--- src/hdl/refcounted_sorted_value_table_defines.svh ---
// Assertion macros shared by the table RTL.
// Depends on nothing; expects clk and rst_n in the including scope.
`ifndef REFCOUNTED_SORTED_VALUE_TABLE_DEFINES_SVH
`define REFCOUNTED_SORTED_VALUE_TABLE_DEFINES_SVH

// same-cycle implication
`define RSVT_ASSERT_NOW(lbl, ante, cons, msg) \
    lbl: assert property (@(posedge clk) disable iff (!rst_n) (ante) |-> (cons)) \
        else $error(msg);

// next-cycle implication
`define RSVT_ASSERT_NEXT(lbl, ante, cons, msg) \
    lbl: assert property (@(posedge clk) disable iff (!rst_n) (ante) |=> (cons)) \
        else $error(msg);

`endif

--- src/hdl/rsvt_pkg.sv ---
// Types and constants of the sorted value table.
// No dependencies; used by rsvt_cell and refcounted_sorted_value_table.
package rsvt_pkg;

    localparam int VALUE_W = 32;
    localparam int COUNT_W = 16;
    localparam logic [COUNT_W-1:0] COUNT_MAX = 16'hFFFF;

    typedef enum logic [2:0] {
        OP_HOLD,
        OP_INSERT,
        OP_INCR,
        OP_DECR,
        OP_REMOVE
    } cell_op_t;

    typedef enum logic [2:0] {
        ST_INSERTED    = 3'd0,
        ST_INCREMENTED = 3'd1,
        ST_DECREMENTED = 3'd2,
        ST_REMOVED     = 3'd3,
        ST_NOT_FOUND   = 3'd4,
        ST_FULL_OR_SAT = 3'd5
    } status_t;

    typedef struct packed {
        cell_op_t op;
        logic     cmp_en;
    } cell_ctrl_t;

    typedef struct packed {
        logic                      valid;
        logic signed [VALUE_W-1:0] value;
        logic [COUNT_W-1:0]        count;
    } entry_t;

endpackage

--- src/hdl/rsvt_cell.sv ---
// One table cell: holds an entry, compares it to the key, shifts with neighbors.
// Depends on rsvt_pkg.
module rsvt_cell (
    input  logic                        clk,
    input  logic                        rst_n,
    input  rsvt_pkg::cell_ctrl_t        ctrl,
    input  logic signed [31:0]          key,
    input  rsvt_pkg::entry_t            prev_entry,
    input  rsvt_pkg::entry_t            next_entry,
    input  logic                        prev_lt,
    output rsvt_pkg::entry_t            entry,
    output logic                        lt,
    output logic                        eq,
    output logic                        at_pos
);
    import rsvt_pkg::*;

    logic                      valid_reg;
    logic                      valid_next;
    logic signed [VALUE_W-1:0] value_reg;
    logic signed [VALUE_W-1:0] value_next;
    logic [COUNT_W-1:0]        count_reg;
    logic [COUNT_W-1:0]        count_next;
    logic                      lt_reg;
    logic                      lt_next;
    logic                      eq_reg;
    logic                      eq_next;

    assign entry  = '{valid: valid_reg, value: value_reg, count: count_reg};
    assign lt     = lt_reg;
    assign eq     = eq_reg;
    assign at_pos = !lt_reg && prev_lt;

    always_comb
    begin
        lt_next = lt_reg;
        eq_next = eq_reg;
        if (ctrl.cmp_en)
        begin
            lt_next = valid_reg && (value_reg < key);
            eq_next = valid_reg && (value_reg == key);
        end
    end

    always_comb
    begin
        valid_next = valid_reg;
        value_next = value_reg;
        count_next = count_reg;
        case (ctrl.op)
            OP_INSERT:
            begin
                if (at_pos)
                begin
                    valid_next = 1'b1;
                    value_next = key;
                    count_next = COUNT_W'(1);
                end
                else if (!lt_reg)
                begin
                    valid_next = prev_entry.valid;
                    value_next = prev_entry.value;
                    count_next = prev_entry.count;
                end
            end
            OP_INCR:
            begin
                if (eq_reg)
                begin
                    count_next = count_reg + COUNT_W'(1);
                end
            end
            OP_DECR:
            begin
                if (eq_reg)
                begin
                    count_next = count_reg - COUNT_W'(1);
                end
            end
            OP_REMOVE:
            begin
                if (!lt_reg)
                begin
                    valid_next = next_entry.valid;
                    value_next = next_entry.value;
                    count_next = next_entry.count;
                end
            end
            default:
            begin
                valid_next = valid_reg;
            end
        endcase
    end

    always_ff @(posedge clk or negedge rst_n)
    begin
        if (!rst_n)
        begin
            valid_reg <= 1'b0;
            lt_reg    <= 1'b0;
            eq_reg    <= 1'b0;
        end
        else
        begin
            valid_reg <= valid_next;
            lt_reg    <= lt_next;
            eq_reg    <= eq_next;
        end
    end

    always_ff @(posedge clk)
    begin
        value_reg <= value_next;
        count_reg <= count_next;
    end

endmodule

--- config.mk ---
export PLATFORM = sky130hd
export DESIGN_NAME = rsvt_cell
export DESIGN_NICKNAME = d
export VERILOG_FILES = /design/src/hdl/refcounted_sorted_value_table_defines.svh /design/src/hdl/rsvt_pkg.sv /design/src/hdl/rsvt_cell.sv
export SDC_FILE = /design/constraint.sdc
export NUM_CORES = 1
export LEC_CHECK = 0
export BUFFER_PORTS_ARGS = -buffer_cell sky130_fd_sc_hd__buf_2
export CORE_MARGIN = 2
export CORE_UTILIZATION = 52
export CTS_CLUSTER_DIAMETER = 200
export DETAILED_ROUTE_END_ITERATION = 16
export GPL_ROUTABILITY_DRIVEN = 0
export PLACE_DENSITY_LB_ADDON = 0.25
export SKIP_CTS_REPAIR_TIMING = 1
export SLEW_MARGIN = 20
export SYNTH_ARGS = -nofsm -noshare
export SYNTH_HDL_FRONTEND = slang
export SYNTH_SLANG_ARGS = --single-unit
--- constraint.sdc ---
create_clock -name clk -period 6.3 [get_ports clk]
set_input_delay 0 -clock clk [delete_from_list [all_inputs] [get_ports clk]]
set_output_delay 0 -clock clk [all_outputs]
set_load 0.02 [all_outputs]
==> results of run 1 <==
[layout make-up]
class                      instances  area (sq um)  area share (%)
multi-input combinational        338          2360            43.7
sequential                        51          1520            28.1
timing repair buffer             208          1130            20.9
inverter                          46           173            3.19
tap                              102           128            2.36
clock buffer                       7          86.3            1.60
clock inverter                     1          8.76           0.162
[critical path: cells and delay by family]
kind | cells | cell delay (ns)
compound gates | 3 | 0.67
xor+xnor | 1 | 0.35
fa+ha+maj | 1 | 0.29
buf+inv | 1 | 0.29
simple gates | 4 | 1.11
[Yosys cell counts (2+ instances only)]
| master | instances | share of area (%) |
|---|---|---|
| sky130_fd_sc_hd__a211oi_1 | 2 | 0.36 |
| sky130_fd_sc_hd__a21o_1 | 2 | 0.36 |
| sky130_fd_sc_hd__a21oi_1 | 20 | 2.4 |
| sky130_fd_sc_hd__a221oi_1 | 2 | 0.42 |
| sky130_fd_sc_hd__a222oi_1 | 4 | 0.96 |
| sky130_fd_sc_hd__a22oi_1 | 9 | 1.6 |
| sky130_fd_sc_hd__a31oi_1 | 5 | 0.75 |
| sky130_fd_sc_hd__and3_1 | 2 | 0.30 |
| sky130_fd_sc_hd__buf_1 | 2 | 0.18 |
| sky130_fd_sc_hd__buf_2 | 8 | 0.96 |
| sky130_fd_sc_hd__buf_4 | 3 | 0.54 |
| sky130_fd_sc_hd__buf_6 | 3 | 0.81 |
| sky130_fd_sc_hd__clkbuf_1 | 13 | 1.2 |
| sky130_fd_sc_hd__dfrtp_1 | 3 | 1.8 |
| sky130_fd_sc_hd__edfxtp_1 | 48 | 34 |
| sky130_fd_sc_hd__ha_1 | 36 | 11 |
| sky130_fd_sc_hd__inv_1 | 45 | 4.0 |
| sky130_fd_sc_hd__mux2_2 | 3 | 0.81 |
| sky130_fd_sc_hd__mux2i_1 | 36 | 8.6 |
| sky130_fd_sc_hd__nand2_1 | 53 | 4.8 |
| sky130_fd_sc_hd__nand2b_1 | 2 | 0.30 |
| sky130_fd_sc_hd__nand3_1 | 4 | 0.48 |
| sky130_fd_sc_hd__nand4_1 | 10 | 1.5 |
| sky130_fd_sc_hd__nor2_1 | 12 | 1.1 |
| sky130_fd_sc_hd__nor2b_1 | 4 | 0.60 |
| sky130_fd_sc_hd__nor3_1 | 17 | 2.0 |
| sky130_fd_sc_hd__nor4_1 | 6 | 0.90 |
| sky130_fd_sc_hd__o211ai_1 | 2 | 0.36 |
| sky130_fd_sc_hd__o21ai_0 | 50 | 6.0 |
| sky130_fd_sc_hd__o21ai_1 | 13 | 1.6 |
| sky130_fd_sc_hd__o221ai_1 | 3 | 0.63 |
| sky130_fd_sc_hd__xnor2_1 | 13 | 2.7 |
| sky130_fd_sc_hd__xor2_1 | 6 | 1.3 |
[power by group through the flow]
| stage | logic (mW) | clock network [mW] | registers (mW) |
|---|---|---|---|
| after global routing | 0.436 | 0.219 | 0.473 |
| after global placement | 0.375 | 0 | 0.473 |
| after detailed placement | 0.385 | 0 | 0.475 |
| after floorplan | 0.226 | 0 | 0.500 |
| final | 0.396 | 0.205 | 0.468 |
| after CTS | 0.387 | 0.208 | 0.467 |
[stage by stage]
step	hold slack (ns)	util (%)	area, sq um
5_1_grt	0.00120	69.6	5410
4_1_cts	-0.535	67.5	5250
3_5_place_dp	-0.201	66.3	5150
2_1_floorplan	-0.296	-	4190
3_3_place_gp	-0.203	66.3	5150
6_report	-0.0178	69.6	5410
[layer usage]
metal  vias up  track usage, %
met5         -               0
met4         0            8.45
met3        26            3.69
met2       183            44.1
met1      1918            31.6
li1       2071               -
[logic make-up after synthesis]
group,after synthesis,synth area share (%)
AOI/OAI and AO/OA,123,17.7
and+or+nand+nor,121,14.2
buffers and inverters,75,7.77
DFF,51,36.2
muxes,39,9.41
adders and majority gates,36,10.8
xor gates and xnor gates,19,3.97
[how the worst max path moves through the flow]
stage,from,endpoint,slack (ns),depth (start not counted)
global route,ctrl[1],count_reg[14],3.38,10
CTS,ctrl[1],count_reg[14],3.66,10
finish,ctrl[1],count_reg[14],3.63,10
floorplan,lt,count_reg[0],2.59,2
detailed placement,ctrl[1],count_reg[14],3.35,10
global placement,ctrl[1],count_reg[14],3.44,10
==> flow_summary.ini, run 1 <==
[synthesis]
synth_ff_type = sky130_fd_sc_hd__edfxtp_1
synth-seq-area-share_pct = 36.2
synth.yosys.warnings = 0
synthesis.nets = 637
synth-async-reset-ratio_pct = 5.88
syn_avg_cell_area_sq_um = 9.02
synthesis.instances = 464
post_synth_instance_area_sq_um = 4190
post_synth_num_cell_types = 56
ys_ff_latch = 51
synth_enable_flop_cells = 48

[run_status]
violated_checks = hold timing
run_status = complete, but fails checks

[clock_tree]
clk_root_buffer_cell = sky130_fd_sc_hd__clkbuf_8
clock_sinks = 51
ctsLongestPathBuffers = 2
numCtsBuffers = 5
clkSlewWorstSetupHoldPaths_ns = 0.09
htree_levels = 2
cts_tree = yes
worstSkewPairLatency_ns = 0.30

[grt]
track_usage_pct = 25.1
grt_start_max_net_pins = 85
initial_antenna_violation_count = 0
grt_pass1_wl_um = 17700
overflow = 0
first_global_vias = 3888

[routing]
post-route-drc-count = 0
met3_length_um = 921
detail_route.wirelength.met1_um = 4900
met2RoutedLength_um = 5690
starting_drt_drc_count = 181
avgViaCountPerCell = 5.58
detail-route-antenna-nets = 0
top_layer = met4
route.vias.total = 4198
finalWirelength_um = 11800
detail_route.first_pass.iterations = 5
wl_per_cell_um = 15.6

[critical_path]
worstPathCellList = buf_2, nand3b_1, xnor2_1, ha_1, nor3_1, a21oi_1, o221ai_1, o21ai_1, nor4_1, or3b_1
crit-reg2reg-launch = count_reg[1]
worst-r2r-cell-count = 8
arrival_ns = 2.72
critPathMaxFanout = 21
rr_endpoint = count_reg[14]
path_class = input pin to flip-flop
worst_setup_path_end_kind = flip-flop
crit_required_ns = 6.35
setup.reg_to_reg.worst_slack_ns = 3.84
crit_path_start_kind = input pin
slowest_stage = sky130_fd_sc_hd__nand3b_1
crit_path_max_incr_delay_ns = 0.58

[timing]
final_critical_path_setup_slack_ns = 3.63
clock-skew-final_ns = 0.00835
worst_max_slew_pin_slew_ns = 0.766
setup_total_negative_slack_ns = 0
period_share_pct = 42.3
timing.final.hold_violations = 14
timing.final.setup_violations = 0
fin_worst_hold_slack_ns = -0.0178
grt_setup_unrepaired = false
fmax_ghz = 0.375
headroom_to_the_max_slew_limit_pct = 48.8
final_period_minus_worst_setup_slack_ns = 2.67
slew_violations = 0

[layout]
design.final.nets = 823
finalNonFillerCells = 753
flow.area_growth_from_synthesis_pct = 29.1
largest_register_ffs = 32
antenna_cells = 0
layout-drive-gt1-share_pct = 32.9
number_of_fillers_in_the_final_layout = 647
layout.cells.most_common_list = sky130_fd_sc_hd__buf_2 (188), sky130_fd_sc_hd__nand2_1 (53), sky130_fd_sc_hd__o21ai_0 (50)
mostFrequentLayoutCell = sky130_fd_sc_hd__buf_2

[place]
placed_cells = 729
place_hpwl_um = 8780
dp_worst_setup_slack_ns = 3.35
port_buffers = 188

[floorplanning]
chipHeight_um = 93.7
num_io_pins = 189
initial_core_util_pct = 53.9
floorplan.die.width_um = 93.7
fp.coreArea_sq_um = 7770
dieArea_sq_um = 8780
rows = 32

[job]
maxCapViolations = 0

[power]
power.switching_fraction_pct = 35.8
total_power_mw = 1.07
vdd_ir_drop_max_mv = 0.130
switching_power_mw = 0.383
leakagePower_nw = 2.51
power_per_cell_area_nw_per_um2 = 198
power_frac_clock_pct = 19.2
fraction_of_power_consumed_by_sequential_logic_pct = 43.8
cell_internal_pwr_mw = 0.685
power_frac_comb_pct = 37.1

[worst_hold_path]
worst_hold_path.num_cells = 3
holdPathEnd = value_reg[26]
min_from = next_entry[42]
hp-class = input pin to flip-flop
Note: power is estimated with default switching activity, not from simulation.
==> run 2, diff against run 1 <==
--- a/config.mk
+++ b/config.mk
@@ -7,7 +7,7 @@
 export LEC_CHECK = 0
 export BUFFER_PORTS_ARGS = -buffer_cell sky130_fd_sc_hd__buf_2
 export CORE_MARGIN = 2
-export CORE_UTILIZATION = 52
+export CORE_UTILIZATION = 48
 export CTS_CLUSTER_DIAMETER = 200
 export DETAILED_ROUTE_END_ITERATION = 16
 export GPL_ROUTABILITY_DRIVEN = 0
==> constraint.sdc (replaced) <==
create_clock -name clk -period 2.54 [get_ports clk]
set_input_delay 0 -clock clk [delete_from_list [all_inputs] [get_ports clk]]
set_output_delay 0 -clock clk [all_outputs]
set_load 0.02 [all_outputs]
==> run 2 against run 1 <==
Against the previous run: the flow still finishes with violations (hold timing); sequential power up 150%; sequential share of layout area fell by 0.59 points; highest routed layer unchanged; non-clock buffer count is 13 higher; critical path type is now flip-flop to flip-flop; worst hold slack got worse by 0.011 ns; register-to-register slack got worse by 3.6 ns; clock skew rose by 0.0050 ns; clock power increased by 130%; total power is 150% higher; largest cell class unchanged; design area up 2.2%.
==> flow_summary.ini, run 2 (synthesis gave the netlist of run 1 again) <==
[grt]
track_usage_pct = 23.4
overflow = 0
grt_start_max_net_pins = 70
grt_pass1_wl_um = 18200
first_global_vias = 3964
initial_antenna_violation_count = 1

[routing]
route.vias.total = 4141
finalWirelength_um = 11700
wl_per_cell_um = 15.1
starting_drt_drc_count = 184
detail_route.first_pass.iterations = 5
post-route-drc-count = 0
detail-route-antenna-nets = 0
avgViaCountPerCell = 5.36

[critical_path]
worstPathCellList = xnor2_1, ha_1, nor3_1, a21oi_1, o221ai_1, o21ai_1, nand4_1, or3b_1
critical_path.startpoint = count_reg[1]
arrival_ns = 2.37
crit_path_max_incr_delay_ns = 0.42
crit_path_start_kind = flip-flop
worst_setup_path_end_kind = flip-flop
slowest_stage = sky130_fd_sc_hd__edfxtp_1
crit_required_ns = 2.60
path_class = flip-flop to flip-flop
critPathMaxFanout = 6
crit-reg2reg-launch = count_reg[1]
setup.reg_to_reg.worst_slack_ns = 0.23

[layout]
layout.cells.most_common_list = sky130_fd_sc_hd__buf_2 (188), sky130_fd_sc_hd__nand2_1 (53), sky130_fd_sc_hd__o21ai_0 (50)
layout-drive-gt1-share_pct = 33.6
flow.area_growth_from_synthesis_pct = 31.9
design.final.nets = 836
mostFrequentLayoutCell = sky130_fd_sc_hd__buf_2
largest_register_ffs = 32
finish.utilization_pct = 64.3
antenna_cells = 0

[place]
dp_worst_setup_slack_ns = 0.266
place_hpwl_um = 8840
port_buffers = 188

[clock_tree]
clk_root_buffer_cell = sky130_fd_sc_hd__clkbuf_8
numCtsBuffers = 5
clock_sinks = 51
htree_levels = 2
ctsLongestPathBuffers = 2
worstSkewPairLatency_ns = 0.31
cts_tree = yes
clkSlewWorstSetupHoldPaths_ns = 0.10

[floorplanning]
dieArea_sq_um = 9480
fp.coreArea_sq_um = 8590
rows = 34
initial_core_util_pct = 48.7
floorplan.die.width_um = 97.4
num_io_pins = 189
chipHeight_um = 97.4

[job]
maxCapViolations = 0

[power]
power_per_cell_area_nw_per_um2 = 479
total_power_mw = 2.64
leakagePower_nw = 2.57
vdd_ir_drop_max_mv = 0.299

[worst_hold_path]
hp-class = input pin to flip-flop
min_from = prev_entry[3]

[timing]
slew_violations = 0
clock-skew-final_ns = 0.0134
setup_total_negative_slack_ns = 0
headroom_to_the_max_slew_limit_pct = 51.7
period_share_pct = 91.0
grt_setup_unrepaired = false
worst_max_slew_pin_slew_ns = 0.725
timing.final.hold_violations = 15
final_period_minus_worst_setup_slack_ns = 2.31
fmax_ghz = 0.432
fin_worst_hold_slack_ns = -0.0288
timing.final.setup_violations = 0
final_critical_path_setup_slack_ns = 0.228

[run_status]
violated_checks = hold timing
run_status = complete, but fails checks
run 2: per-stage QoR:
stage,area [sq um],instances
2_1_floorplan,4200,464
3_3_place_gp,5220,743
3_5_place_dp,5220,743
4_1_cts,5310,751
5_1_grt,5520,772
6_report,5520,772
run 2: metal layers:
metal	GRT usage [%]	wire length, um	part of all wire, %	vias up
met5	0	0	0	-
met4	7.16	178	1.5	0
met3	4.17	772	6.6	16
met2	40.5	5730	49	173
met1	29.8	4970	43	1848
li1	-	-	-	2104
run 2: path summary, 6_finish.rpt:
path,cells past startpoint,endpoint
min in group asynchronous,2,valid_reg
worst min-delay path,3,count_reg[3]
worst max register to register,8,count_reg[14]
worst min register to register,2,eq
worst max-delay path,8,count_reg[14]
max in group asynchronous,2,eq
run 2: power by group:
part / internal, mW / switching [mW]
combinational: 0.434 / 0.576
sequential: 1.06 / 0.0935
clock: 0.195 / 0.285
total: 1.69 / 0.954
run 2: worst max-delay path, delay by kind of cell (launching register included):
family	cells	cell delay (ns)
AO/OA/AOI/OAI	3	0.50
flip-flops	1	0.42
adder cells (fa/ha/maj)	1	0.25
XOR/XNOR	1	0.16
AND/OR/NAND/NOR	3	0.74
run 2: final cells by class:
type | instances | area (sq um)
fill | 740 | 3070
clock buffer | 5 | 68.8
inverter | 46 | 173
tap | 108 | 135
sequential | 51 | 1520
multi-input combinational | 338 | 2370
timing repair buffer | 221 | 1240
clock inverter | 3 | 18.8
